**src/sv/wst_pkg.sv**
```systemverilog
package wst_pkg;

    // Field widths
    localparam int MAC_W   = 48;
    localparam int LEN_W   = 12;
    localparam int FC_W    = 8;
    localparam int CHAN_W  = 4;
    localparam int RSSI_W  = 8;
    localparam int TIME_W  = 32;
    localparam int ACT_W   = 3;
    localparam int SLOT_W  = 5;
    localparam int TOTAL_W = 6;

    // Input tdata layout, lowest bit first
    localparam int IN_LEN_LO  = 0;
    localparam int IN_FCL_LO  = IN_LEN_LO + LEN_W;
    localparam int IN_FCH_LO  = IN_FCL_LO + FC_W;
    localparam int IN_A1_LO   = IN_FCH_LO + FC_W;
    localparam int IN_A2_LO   = IN_A1_LO + MAC_W;
    localparam int IN_CHAN_LO = IN_A2_LO + MAC_W;
    localparam int IN_SIG_LO  = IN_CHAN_LO + CHAN_W;
    localparam int IN_NOW_LO  = IN_SIG_LO + RSSI_W;
    localparam int IN_W       = IN_NOW_LO + TIME_W;

    // Output tdata width (116 field bits, padded to 15 bytes)
    localparam int OUT_FIELDS_W = SLOT_W + TOTAL_W + MAC_W + MAC_W + 1 + RSSI_W;
    localparam int OUT_W        = ((OUT_FIELDS_W + 7) / 8) * 8;

    // Result action codes
    localparam logic [ACT_W-1:0] ACT_IGNORED = 3'd0;
    localparam logic [ACT_W-1:0] ACT_UPDATED = 3'd1;
    localparam logic [ACT_W-1:0] ACT_NEW     = 3'd2;
    localparam logic [ACT_W-1:0] ACT_FULL    = 3'd3;
    localparam logic [ACT_W-1:0] ACT_CLEARED = 3'd4;

    // Configuration register indexes
    localparam logic CFG_OWN_MAC = 1'b0;
    localparam logic CFG_SCAN_EN = 1'b1;

    // Frame control decode
    localparam logic [1:0]       FT_MGMT       = 2'd0;
    localparam logic [1:0]       FT_DATA       = 2'd2;
    localparam logic [3:0]       SUB_PROBE_REQ = 4'd4;
    localparam logic [1:0]       DS_TO_ONLY    = 2'b01;
    localparam logic [1:0]       DS_FROM_ONLY  = 2'b10;
    localparam logic [LEN_W-1:0] MIN_HDR_LEN   = 12'd24;
    localparam int               GROUP_BIT     = 40;

    // One table entry as stored in the RAM
    typedef struct packed {
        logic [MAC_W-1:0]         mac;
        logic [MAC_W-1:0]         bssid;
        logic                     has_bssid;
        logic signed [RSSI_W-1:0] rssi;
        logic [CHAN_W-1:0]        channel;
        logic [TIME_W-1:0]        seen_ms;
        logic                     probing;
    } entry_t;

    // Frame classification from the decoder
    typedef struct packed {
        logic             drop;
        logic [MAC_W-1:0] client;
        logic [MAC_W-1:0] bssid;
        logic             has_bssid;
        logic             probe;
    } cls_t;

    // One result beat
    typedef struct packed {
        logic [ACT_W-1:0]         action;
        logic [SLOT_W-1:0]        slot;
        logic [TOTAL_W-1:0]       total;
        logic [MAC_W-1:0]         client;
        logic [MAC_W-1:0]         bssid;
        logic                     known;
        logic signed [RSSI_W-1:0] rssi;
    } res_t;

endpackage

```
**src/sv/wireless_station_table_unit.sv**
```systemverilog
// Client station tracker for 802.11 frame headers.
// Input beats (s_tdata/s_tuser) carry either a frame header or, with
// s_tuser high, a clear command. Each input beat yields exactly one
// result beat on m_tdata/m_tuser, where m_tuser carries the action code.
// The cfg channel writes own_mac (index 0) and scan_enable (index 1);
// cfg_ready is always high and writes belong to idle periods.
// A clear or an ignored frame is settled in the decode state and goes
// straight to the result register. A tracked frame walks the table one
// slot per cycle through a single address comparator fed by the entry
// RAM's registered read port, then passes an update or append state.
// The next beat can be taken the cycle after the output register loads.
// One item is in flight at a time; s_tready is high only while the
// sequencer idles, and it may rise while the previous result still waits.
// If m_tready stays low the finished result is held in the sequencer
// until the output register frees, and no new beat is taken meanwhile.
// Reset clears the station count, the configuration and all handshake
// state; the entry RAM is not cleared, since only slots below the count
// are ever read.
module wireless_station_table_unit import wst_pkg::*; #(
    parameter int STATION_SLOTS = 32
) (
    input  logic               aclk,
    input  logic               aresetn,
    // tdata fields from bit 0: frame_len, fc_low, fc_high, first_address,
    // second_address, rx_channel, signal_dbm, now_ms
    input  logic [IN_W-1:0]    s_tdata,
    // tuser fields: cmd
    input  logic               s_tuser,
    input  logic               s_tvalid,
    output logic               s_tready,
    // tdata fields from bit 0: slot, station_total, client_mac, ap_bssid,
    // bssid_known, peak_rssi, zero padding
    output logic [OUT_W-1:0]   m_tdata,
    // tuser fields: action
    output logic [ACT_W-1:0]   m_tuser,
    output logic               m_tvalid,
    input  logic               m_tready,
    input  logic               cfg_valid,
    output logic               cfg_ready,
    input  logic               cfg_index,
    input  logic [MAC_W-1:0]   cfg_data
);

    localparam int IDX_W   = (STATION_SLOTS > 1) ? $clog2(STATION_SLOTS) : 1;
    localparam int CNT_W   = $clog2(STATION_SLOTS + 1);
    localparam int ENTRY_W = $bits(entry_t);
    localparam logic [CNT_W-1:0] SLOTS_CNT = CNT_W'(STATION_SLOTS);

    localparam logic [2:0] ST_IDLE   = 3'd0;
    localparam logic [2:0] ST_DECODE = 3'd1;
    localparam logic [2:0] ST_SCAN   = 3'd2;
    localparam logic [2:0] ST_UPDATE = 3'd3;
    localparam logic [2:0] ST_APPEND = 3'd4;
    localparam logic [2:0] ST_DONE   = 3'd5;

    logic [2:0]       state_reg, state_next;
    logic [MAC_W-1:0] own_mac_reg;
    logic             scan_en_reg;
    logic             cmd_reg;
    logic [IN_W-1:0]  in_reg;
    logic [CNT_W-1:0] count_reg, count_next;
    logic [CNT_W-1:0] issue_reg, issue_next;
    logic             pend_reg, pend_next;
    logic [IDX_W-1:0] pend_idx_reg, pend_idx_next;
    logic [IDX_W-1:0] hit_idx_reg, hit_idx_next;
    entry_t           entry_reg, entry_next;
    res_t             res_reg, res_next;
    res_t             out_reg;
    logic             m_tvalid_reg;

    cls_t             cls;
    logic [MAC_W-1:0] in_a1, in_a2;
    logic signed [RSSI_W-1:0] in_sig;
    logic [TIME_W-1:0] in_now;
    logic [CHAN_W-1:0] in_chan;

    logic               ram_wr_en, ram_rd_en;
    logic [IDX_W-1:0]   ram_wr_addr, ram_rd_addr;
    entry_t             ram_wr_data;
    logic [ENTRY_W-1:0] ram_rd_data;
    entry_t             rd_entry;
    logic               hit;
    logic               out_free;

    // Unpack the held frame header
    assign in_a1   = in_reg[IN_A1_LO +: MAC_W];
    assign in_a2   = in_reg[IN_A2_LO +: MAC_W];
    assign in_chan = in_reg[IN_CHAN_LO +: CHAN_W];
    assign in_sig  = in_reg[IN_SIG_LO +: RSSI_W];
    assign in_now  = in_reg[IN_NOW_LO +: TIME_W];

    wst_classify u_classify (
        .frame_len      (in_reg[IN_LEN_LO +: LEN_W]),
        .fc_low         (in_reg[IN_FCL_LO +: FC_W]),
        .fc_high        (in_reg[IN_FCH_LO +: FC_W]),
        .first_address  (in_a1),
        .second_address (in_a2),
        .own_mac        (own_mac_reg),
        .scan_enable    (scan_en_reg),
        .cls            (cls)
    );

    wst_ram #(
        .WIDTH (ENTRY_W),
        .DEPTH (STATION_SLOTS)
    ) u_ram (
        .aclk    (aclk),
        .wr_en   (ram_wr_en),
        .wr_addr (ram_wr_addr),
        .wr_data (ram_wr_data),
        .rd_en   (ram_rd_en),
        .rd_addr (ram_rd_addr),
        .rd_data (ram_rd_data)
    );

    assign rd_entry = ram_rd_data;
    // Shared address comparator: one stored slot per cycle
    assign hit      = pend_reg && (rd_entry.mac == cls.client);
    assign out_free = !m_tvalid_reg || m_tready;

    // Sequencer
    always_comb begin
        state_next    = state_reg;
        count_next    = count_reg;
        issue_next    = issue_reg;
        pend_next     = 1'b0;
        pend_idx_next = pend_idx_reg;
        hit_idx_next  = hit_idx_reg;
        entry_next    = entry_reg;
        res_next      = res_reg;
        ram_rd_en     = 1'b0;
        ram_rd_addr   = issue_reg[IDX_W-1:0];
        ram_wr_en     = 1'b0;
        ram_wr_addr   = hit_idx_reg;
        ram_wr_data   = entry_reg;

        unique case (state_reg)
            ST_IDLE: begin
                if (s_tvalid) begin
                    state_next = ST_DECODE;
                end
            end
            ST_DECODE: begin
                res_next       = '0;
                res_next.total = TOTAL_W'(count_reg);
                issue_next     = '0;
                if (cmd_reg) begin
                    count_next      = '0;
                    res_next.action = ACT_CLEARED;
                    res_next.total  = '0;
                    state_next      = ST_DONE;
                end else if (cls.drop) begin
                    res_next.action = ACT_IGNORED;
                    state_next      = ST_DONE;
                end else begin
                    state_next = ST_SCAN;
                end
            end
            ST_SCAN: begin
                // Capture a matching entry and stop
                if (hit) begin
                    entry_next   = rd_entry;
                    hit_idx_next = pend_idx_reg;
                    state_next   = ST_UPDATE;
                end else if (issue_reg < count_reg) begin
                    // Issue the next slot read
                    ram_rd_en     = 1'b1;
                    issue_next    = issue_reg + CNT_W'(1);
                    pend_next     = 1'b1;
                    pend_idx_next = issue_reg[IDX_W-1:0];
                end else if (!pend_reg) begin
                    state_next = ST_APPEND;
                end
            end
            ST_UPDATE: begin
                ram_wr_en            = 1'b1;
                ram_wr_addr          = hit_idx_reg;
                ram_wr_data          = entry_reg;
                ram_wr_data.seen_ms  = in_now;
                if (in_sig > entry_reg.rssi) begin
                    ram_wr_data.rssi = in_sig;
                end
                if (cls.has_bssid && !entry_reg.has_bssid) begin
                    ram_wr_data.bssid     = cls.bssid;
                    ram_wr_data.has_bssid = 1'b1;
                end
                res_next.action = ACT_UPDATED;
                res_next.slot   = SLOT_W'(hit_idx_reg);
                res_next.total  = TOTAL_W'(count_reg);
                res_next.client = cls.client;
                res_next.bssid  = ram_wr_data.bssid;
                res_next.known  = ram_wr_data.has_bssid;
                res_next.rssi   = ram_wr_data.rssi;
                state_next      = ST_DONE;
            end
            ST_APPEND: begin
                res_next.client = cls.client;
                if (count_reg < SLOTS_CNT) begin
                    // Append the new station at the end of the table
                    ram_wr_en             = 1'b1;
                    ram_wr_addr           = count_reg[IDX_W-1:0];
                    ram_wr_data.mac       = cls.client;
                    ram_wr_data.bssid     = cls.bssid;
                    ram_wr_data.has_bssid = cls.has_bssid;
                    ram_wr_data.rssi      = in_sig;
                    ram_wr_data.channel   = in_chan;
                    ram_wr_data.seen_ms   = in_now;
                    ram_wr_data.probing   = cls.probe;
                    count_next            = count_reg + CNT_W'(1);
                    res_next.action       = ACT_NEW;
                    res_next.slot         = SLOT_W'(count_reg);
                    res_next.total        = TOTAL_W'(count_next);
                    res_next.bssid        = cls.bssid;
                    res_next.known        = cls.has_bssid;
                    res_next.rssi         = in_sig;
                end else begin
                    res_next.action = ACT_FULL;
                    res_next.slot   = '0;
                    res_next.total  = TOTAL_W'(count_reg);
                    res_next.bssid  = '0;
                    res_next.known  = 1'b0;
                    res_next.rssi   = '0;
                end
                state_next = ST_DONE;
            end
            ST_DONE: begin
                if (out_free) begin
                    state_next = ST_IDLE;
                end
            end
            default: begin
                state_next = ST_IDLE;
            end
        endcase
    end

    // Control registers
    always_ff @(posedge aclk) begin
        if (!aresetn) begin
            state_reg    <= ST_IDLE;
            count_reg    <= '0;
            pend_reg     <= 1'b0;
            m_tvalid_reg <= 1'b0;
            own_mac_reg  <= '0;
            scan_en_reg  <= 1'b0;
        end else begin
            state_reg <= state_next;
            count_reg <= count_next;
            pend_reg  <= pend_next;
            // Hand the result to the output register, drop it once taken
            if (state_reg == ST_DONE && out_free) begin
                m_tvalid_reg <= 1'b1;
            end else if (m_tready) begin
                m_tvalid_reg <= 1'b0;
            end
            if (cfg_valid) begin
                unique case (cfg_index)
                    CFG_OWN_MAC: own_mac_reg <= cfg_data;
                    CFG_SCAN_EN: scan_en_reg <= cfg_data[0];
                    default:     own_mac_reg <= own_mac_reg;
                endcase
            end
        end
    end

    // Payload registers
    always_ff @(posedge aclk) begin
        if (s_tvalid && s_tready) begin
            in_reg  <= s_tdata;
            cmd_reg <= s_tuser;
        end
        issue_reg    <= issue_next;
        pend_idx_reg <= pend_idx_next;
        hit_idx_reg  <= hit_idx_next;
        entry_reg    <= entry_next;
        res_reg      <= res_next;
        if (state_reg == ST_DONE && out_free) begin
            out_reg <= res_reg;
        end
    end

    assign s_tready  = (state_reg == ST_IDLE);
    assign cfg_ready = 1'b1;
    assign m_tvalid  = m_tvalid_reg;
    assign m_tuser   = out_reg.action;
    assign m_tdata   = {{(OUT_W - OUT_FIELDS_W){1'b0}}, out_reg.rssi, out_reg.known,
                        out_reg.bssid, out_reg.client, out_reg.total, out_reg.slot};

    // The station count never exceeds the table size
    a_count_bound: assert property (@(posedge aclk) disable iff (!aresetn)
        count_reg <= SLOTS_CNT)
        else $error("station count exceeds table size");

    // A pending read always points at a held slot
    a_pend_in_range: assert property (@(posedge aclk) disable iff (!aresetn)
        pend_reg |-> (CNT_W'(pend_idx_reg) < count_reg))
        else $error("slot read beyond station count");

    // A clear command empties the table
    a_clear_empties: assert property (@(posedge aclk) disable iff (!aresetn)
        (state_reg == ST_DECODE && cmd_reg) |=> (count_reg == '0))
        else $error("clear left stations in table");

    // A new entry result reports a nonempty table, unless the table has 64 or more slots
    a_new_nonempty: assert property (@(posedge aclk) disable iff (!aresetn)
        (m_tvalid && m_tuser == ACT_NEW) |-> (m_tdata[SLOT_W +: TOTAL_W] != '0
                                              || STATION_SLOTS >= 64))
        else $error("new entry reported with empty table");

endmodule

```
**src/sv/wst_ram.sv**
```systemverilog
module wst_ram import wst_pkg::*; #(
    parameter int WIDTH = 8,
    parameter int DEPTH = 32,
    localparam int AW   = (DEPTH > 1) ? $clog2(DEPTH) : 1
) (
    input  logic             aclk,
    input  logic             wr_en,
    input  logic [AW-1:0]    wr_addr,
    input  logic [WIDTH-1:0] wr_data,
    input  logic             rd_en,
    input  logic [AW-1:0]    rd_addr,
    output logic [WIDTH-1:0] rd_data
);

    logic [WIDTH-1:0] mem [DEPTH];
    logic [WIDTH-1:0] rd_data_reg;

    always_ff @(posedge aclk) begin
        if (wr_en) begin
            mem[wr_addr] <= wr_data;
        end
        if (rd_en) begin
            rd_data_reg <= mem[rd_addr];
        end
    end

    assign rd_data = rd_data_reg;

endmodule

```
**src/sv/wst_classify.sv**
```systemverilog
module wst_classify import wst_pkg::*; (
    input  logic [LEN_W-1:0] frame_len,
    input  logic [FC_W-1:0]  fc_low,
    input  logic [FC_W-1:0]  fc_high,
    input  logic [MAC_W-1:0] first_address,
    input  logic [MAC_W-1:0] second_address,
    input  logic [MAC_W-1:0] own_mac,
    input  logic             scan_enable,
    output cls_t             cls
);

    logic [1:0] ftype;
    logic [3:0] subtype;
    logic [1:0] ds;
    logic       known_kind;

    assign ftype   = fc_low[3:2];
    assign subtype = fc_low[7:4];
    assign ds      = fc_high[1:0];

    // Pick the client and BSSID from the frame kind
    always_comb begin
        known_kind    = 1'b1;
        cls.client    = '0;
        cls.bssid     = '0;
        cls.has_bssid = 1'b0;
        cls.probe     = 1'b0;
        if (ftype == FT_MGMT && subtype == SUB_PROBE_REQ) begin
            cls.client = second_address;
            cls.probe  = 1'b1;
        end else if (ftype == FT_DATA && ds == DS_TO_ONLY) begin
            cls.client    = second_address;
            cls.bssid     = first_address;
            cls.has_bssid = 1'b1;
        end else if (ftype == FT_DATA && ds == DS_FROM_ONLY) begin
            cls.client    = first_address;
            cls.bssid     = second_address;
            cls.has_bssid = 1'b1;
        end else begin
            known_kind = 1'b0;
        end
        // Drop when disabled, short, of an untracked kind, group-addressed or our own address
        cls.drop = !scan_enable || (frame_len < MIN_HDR_LEN) || !known_kind
                   || cls.client[GROUP_BIT] || (cls.client == own_mac);
    end

endmodule

```
**config.mk**
```make
export PLATFORM = sky130hd
export DESIGN_NAME = wireless_station_table_unit
export DESIGN_NICKNAME = d
export VERILOG_FILES = /design/src/sv/wst_pkg.sv /design/src/sv/wireless_station_table_unit.sv /design/src/sv/wst_ram.sv /design/src/sv/wst_classify.sv
export SDC_FILE = /design/constraint.sdc
export NUM_CORES = 2
export LEC_CHECK = 0
export BUFFER_PORTS_ARGS = -buffer_cell sky130_fd_sc_hd__buf_4
export CAP_MARGIN = 20
export CORE_ASPECT_RATIO = 1.75
export CORE_MARGIN = 5
export CORE_UTILIZATION = 60
export CTS_CLUSTER_SIZE = 28
export DETAILED_ROUTE_END_ITERATION = 16
export PLACE_DENSITY_LB_ADDON = 0.05
export SYNTH_ARGS = -nofsm -noshare
export SYNTH_HDL_FRONTEND = slang
export SYNTH_MEMORY_MAX_BITS = 65536
export SYNTH_SLANG_ARGS = --single-unit
```
**constraint.sdc**
```tcl
create_clock -name aclk -period 24.2 [get_ports aclk]
set_input_delay 2.42 -clock aclk [delete_from_list [all_inputs] [get_ports aclk]]
set_output_delay 2.42 -clock aclk [all_outputs]
set_load 0.03 [all_outputs]
```
After elaboration in Yosys (flattened, before gate mapping) --
Memory sizes are Yosys's and may differ from the RTL's. A register that Yosys moved wholly into a read port is not among the register bits. Index checks and enable logic that the tools add are counted.
Storage, ports and cells: memories kept 1, RAM bits 4544, register bits 625, word-level logic and storage cells 130, bits of input ports 223, output and inout bits 126
Memories:
- u_ram.mem | words 32, width 142, rd ports 1, clocked after Yosys merged registers in 1, write ports 1, line wst_ram.sv:15 | logic [WIDTH-1:0] mem [DEPTH];
Cells by class: muxes and demuxes 41, magnitude comparators 4, add/sub/neg operators 2, equality and inequality tests 18, reduce and logical (&&, ||, !) cells 30, bitwise gates (word level) 2
Operators with widths (number):
- 119-bit case mux with 3 select lines | 1
- 142-bit case mux with 2 select lines | 1
- 97-bit 2-to-1 mux | 2
- 142-bit 2-to-1 mux | 1
- 49-bit 2-to-1 mux | 2
- 48-bit == test | 2
- 57-bit 2-to-1 mux | 1
- 48-bit 2-to-1 mux | 1
- 3-bit 2-to-1 mux | 8
- 6-bit 2-to-1 mux | 4
- 6-bit case mux with 2 select lines | 2
- 3-bit case mux with 5 select lines | 1
- 6-bit by 1-bit adder with 6-bit output, second input constant | 2
- 12-bit by 5-bit < comparator with 1-bit output, second input constant | 1
- 1-bit 2-to-1 mux | 12
- 12-bit 2-to-1 mux | 1
- 5-bit 2-to-1 mux | 2
- 2-bit != test, second input constant | 5
- 8-bit greater-than comparator | 1
- 8-bit 2-to-1 mux | 1
- 2-bit AND reduction | 4
- 1-bit logical AND | 7
- 3-bit by 2-bit == test with 1-bit output, second input constant | 2
- 3-bit == test, second input constant | 2
- 18 further kinds | 31

Logic depth before layout (Yosys ltp) --
depth in word-level cells 12, depth in mapped cells 13

Cells and area by module --
A second synthesis with hierarchy kept.
Second synthesis, totals: cell total of the unflattened synthesis 9006, area, all modules 199214.8 um^2
By module, submodules not included:
- wst_ram | area an instance 173696.6 um^2, cells each 7129, times used 1
- wireless_station_table_unit | area an instance 23118.4 um^2, cells each 1513, times used 1
- wst_classify | area an instance 2399.8 um^2, cells each 364, times used 1

Least setup slack after synthesis --
Ideal clock, no wire load.
path kind input -> register, from input port m_tready, to register out_reg (netlist bit m_tdata[0]), enable pin, arrival time 7434 ps, required time 23602 ps, setup time 598 ps, stages 2, path buffers 0, setup slack 16168 ps, cell sequence nor2b_1 > nor2_1
On the way: cells in the longest elaborated chain, start to end 2
Ends and longest elaborated chain:
- start: declaration | line wireless_station_table_unit.sv:37 | input logic m_tready,
- 1-bit logical OR | line wireless_station_table_unit.sv:119 | assign out_free = !m_tvalid_reg || m_tready;
- 1-bit logical AND | line wireless_station_table_unit.sv:277 | if (state_reg == ST_DONE && out_free) begin
- end signal: assignment | line wireless_station_table_unit.sv:278 | out_reg <= res_reg;
- end: declaration | line wireless_station_table_unit.sv:68 | res_t out_reg;
Every way passes these cells. A chain may end at the register's enable or synchronous reset.

Worst setup path after layout --
from register issue_reg[1], to register u_ram.rd_data_reg[54] (netlist: u_ram.rd_data[54]), read port of u_ram.mem (data pin)
On the way: cells in the longest elaborated chain, start to end 4
Ends and longest elaborated chain:
- start: declaration | line wireless_station_table_unit.sv:62 | logic [CNT_W-1:0] issue_reg, issue_next;
- start signal: assignment | line wireless_station_table_unit.sv:272 | issue_reg <= issue_next;
- 6-bit < comparator | line wireless_station_table_unit.sv:165 | end else if (issue_reg < count_reg) begin
- 1-bit 2-to-1 mux | line wireless_station_table_unit.sv:165
- 1-bit 2-to-1 mux | line wireless_station_table_unit.sv:161 | if (hit) begin
- 1-bit 2-to-1 mux | line wireless_station_table_unit.sv:137 | unique case (state_reg)
- end: declaration | line wst_ram.sv:16 | logic [WIDTH-1:0] rd_data_reg;
Parallel ways exist; a longest one is shown, timed or not.

==> flow_summary.toml <==
[global_route]
track_usage = 0.327
grt_pass1_wl_um = 602000
grt_start_max_net_pins = 138
antenna_found_initial = 48
grt_pass1_vias = 76500
grt.overflow.total = 0

[placed_design]
placed_cell_area_mm2 = 0.161
hpwl_um = 235000
portBuffers = 296
pre_cts_slack_ns = 17.43
place_congestion = 0.922

[die]
fp-row-count = 246
die_width_um = 393
start_util = 0.601
io_pins = 349
die_area_mm2 = 0.267
die_h_um = 680
core_region_area_mm2 = 0.256

[routing]
drc_errors = 0
via_per_inst = 7.05
firstDrtPassIters = 8
vias = 78000
wl_um = 436000
avgRoutedWirePerCell_um = 39.4
drt_iter0_drc = 11900
ant_nets = 0

[logic_synthesis]
async_flop_share = 0
synth_edf_count = 3946
ys_ff_latch = 4006
synthDistinctLibCells = 67
avgSynthCellArea_um2 = 22.4
netlist_instances = 6880
ys_seq_area_frac = 0.778
ys_warn_count = 0
syn_area_mm2 = 0.154
synth-main-ff-cell = "edfxtp_1"

[final_layout]
final_area_mm2 = 0.173
nNetsFinal = 7659
nFillCells = 15800
drive_gt1_frac = 0.301
largest_reg_flops = 3360
area_delta_synth_final_pct = 12.6

[worst_setup_path]
reg2reg_depth = 9
crit_fanout = 118
critPathLaunchType = "flop"
crit_required_ns = 24.82
worstPathArrival_ns = 7.29
endpoint_kind = "flop"
crit_type = "reg -> reg"

[clock_network]
cts.clk_slew.worst_paths_ns = 0.07
ctsRootBufferMaster = "clkbuf_16"
clock-sinks = 4006
clockBufferDepth = 4
hold_buffers = 0
ctsHtreeMaxLevel = 5
cts.repair.resized = 0
cts_tree = "built"
clock_latency_ns = 0.92
postCtsSetupBuffers = 0
cts_buffers = 349

[hold_path]
min_path_cells = 0
hold_class = "reg -> reg"

[timing]
period_needed_ns = 6.67
relSlewSlack = 0.0348
skew_ns = 0.0839
setup-violations-final = 0
rsz0062_at_grt = "false"
maxSlewViolCount = 0
finalHoldViolCount = 0
layout_setup_ws_ns = 17.53
fmaxAchievable_mhz = 150
fin_crit_sh = 0.276
tightest_slew_ns = 1.41
finalSetupTns_ns = 0

[power]
p_per_area_mw_per_mm2 = 82.9
max-vdd-ir-drop_mv = 0.0645
leakagePower_nw = 54.4

[status]
run_status = "finished clean"

[job]
drv_cap = 0
final timing paths:
check	from	endpoint	slack [ns]
setup / recovery	issue_reg[1]	u_ram.rd_data[54]	17.53
hold / removal	u_ram.rd_data[92]	entry_reg[92]	0.39
setup reg to reg	issue_reg[1]	u_ram.rd_data[54]	17.53
hold reg to reg	u_ram.rd_data[92]	entry_reg[92]	0.39
cells in the final DEF, fill, tap and decap left out, drive strengths merged, types with 11 or more instances in the layout:
cell and count:
a22oi 51, mux2 113, and3 13, nor2b 16, o22ai 58, ha 17
mux4 1050, xnor2 19, a21oi 72, o21ai 128, and3b 36, nand2 351
bufinv 41, buf 551, dfxtp 60, nor3 56, a21boi 78, clkbuf 429
edfxtp 3946, clkinv 123, diode 25, and2 16, mux2i 47, a21o 56
clkinvlp 18, a31oi 11, inv 42, a211oi 49, nor2 112, nand3 16
logic make-up after synthesis:
group                    Yosys count  share of synthesized area
buffers and inverters            396                     0.0101
XOR/XNOR                          21                    0.00120
AND/OR/NAND/NOR                  669                     0.0202
other                              2                  0.0000488
AO/OA/AOI/OAI                    559                     0.0240
multiplexers                    1210                      0.165
flip-flops                      4006                      0.778
adder cells (fa/ha/maj)           17                    0.00138
through the flow:
stage                     instances  hold slack (ns)  power, mW  utilization
after global placement        10400            0.401       8.82        0.630
after detailed placement      10400            0.405       8.84        0.631
after CTS                     11000            0.390       14.4        0.676
after global routing          11000            0.393       14.8        0.677
after floorplan                6883            0.400       8.50            -
final                         11100            0.389       14.4        0.677
cell usage after synthesis, drive strengths merged, types with 10 or more instances:
| library cell | number | share of area |
|---|---|---|
| nor2b | 16 | 0.00065 |
| edfxtp | 3946 | 0.77 |
| buf | 100 | 0.0028 |
| and3b | 36 | 0.0020 |
| o22ai | 58 | 0.0024 |
| a21boi | 78 | 0.0038 |
| nor4 | 10 | 0.00053 |
| mux2i | 47 | 0.0031 |
| nor2 | 112 | 0.0027 |
| mux4 | 1050 | 0.15 |
| inv | 27 | 0.00066 |
| nand3 | 16 | 0.00052 |
| mux2 | 113 | 0.0083 |
| and2 | 16 | 0.00067 |
| xnor2 | 19 | 0.0011 |
| a31oi | 11 | 0.00045 |
| a2111oi | 10 | 0.00065 |
| dfxtp | 60 | 0.0078 |
| nand2 | 351 | 0.0086 |
| o21ai | 128 | 0.0042 |
| a21o | 56 | 0.0027 |
| clkbuf | 269 | 0.0066 |
| nor3 | 56 | 0.0018 |
| a21oi | 72 | 0.0023 |
| a22oi | 51 | 0.0025 |
| and3 | 13 | 0.00053 |
| a211oi | 49 | 0.0024 |
| ha | 17 | 0.0014 |
report_power, final:
group	total, mW	leakage [nW]	switching, mW	internal [mW]
clock	5.67	5.56	2.49	3.18
sequential	7.76	36.2	0.0593	7.70
combinational	0.938	12.6	0.534	0.404
total	14.4	54.4	3.08	11.3
layout make-up:
| type | count | area, um^2 | area share |
|---|---|---|---|
| Sequential cell | 4006 | 120000 | 0.691 |
| Multi-Input combinational cell | 2481 | 33100 | 0.191 |
| Clock buffer | 426 | 9270 | 0.0535 |
| Timing Repair Buffer | 554 | 4690 | 0.0271 |
| Tap cell | 3348 | 4190 | 0.0242 |
| Clock inverter | 197 | 2140 | 0.0123 |
| Inverter | 27 | 101 | 0.000585 |
| Antenna cell | 25 | 62.6 | 0.000361 |
worst max-delay path, stage by stage (launching register included):
cell and delay [ns]:
edfxtp_1 0.32, buf_4 0.76, buf_12 0.57, buf_12 0.49, buf_4 0.85, buf_4 0.86
buf_4 0.81, mux4_2 0.42, mux4_2 0.51, mux2_2 0.29
metal layers:
layer	part of all wire	GRT usage	routed length (um)	up-vias
met5	0.00055	0	240	-
met4	0.038	0.101	16500	32
met3	0.13	0.0928	56600	844
li1	-	-	-	30100
met2	0.47	0.503	205000	5396
met1	0.36	0.468	158000	41600
(Power assumes the default switching activity.)
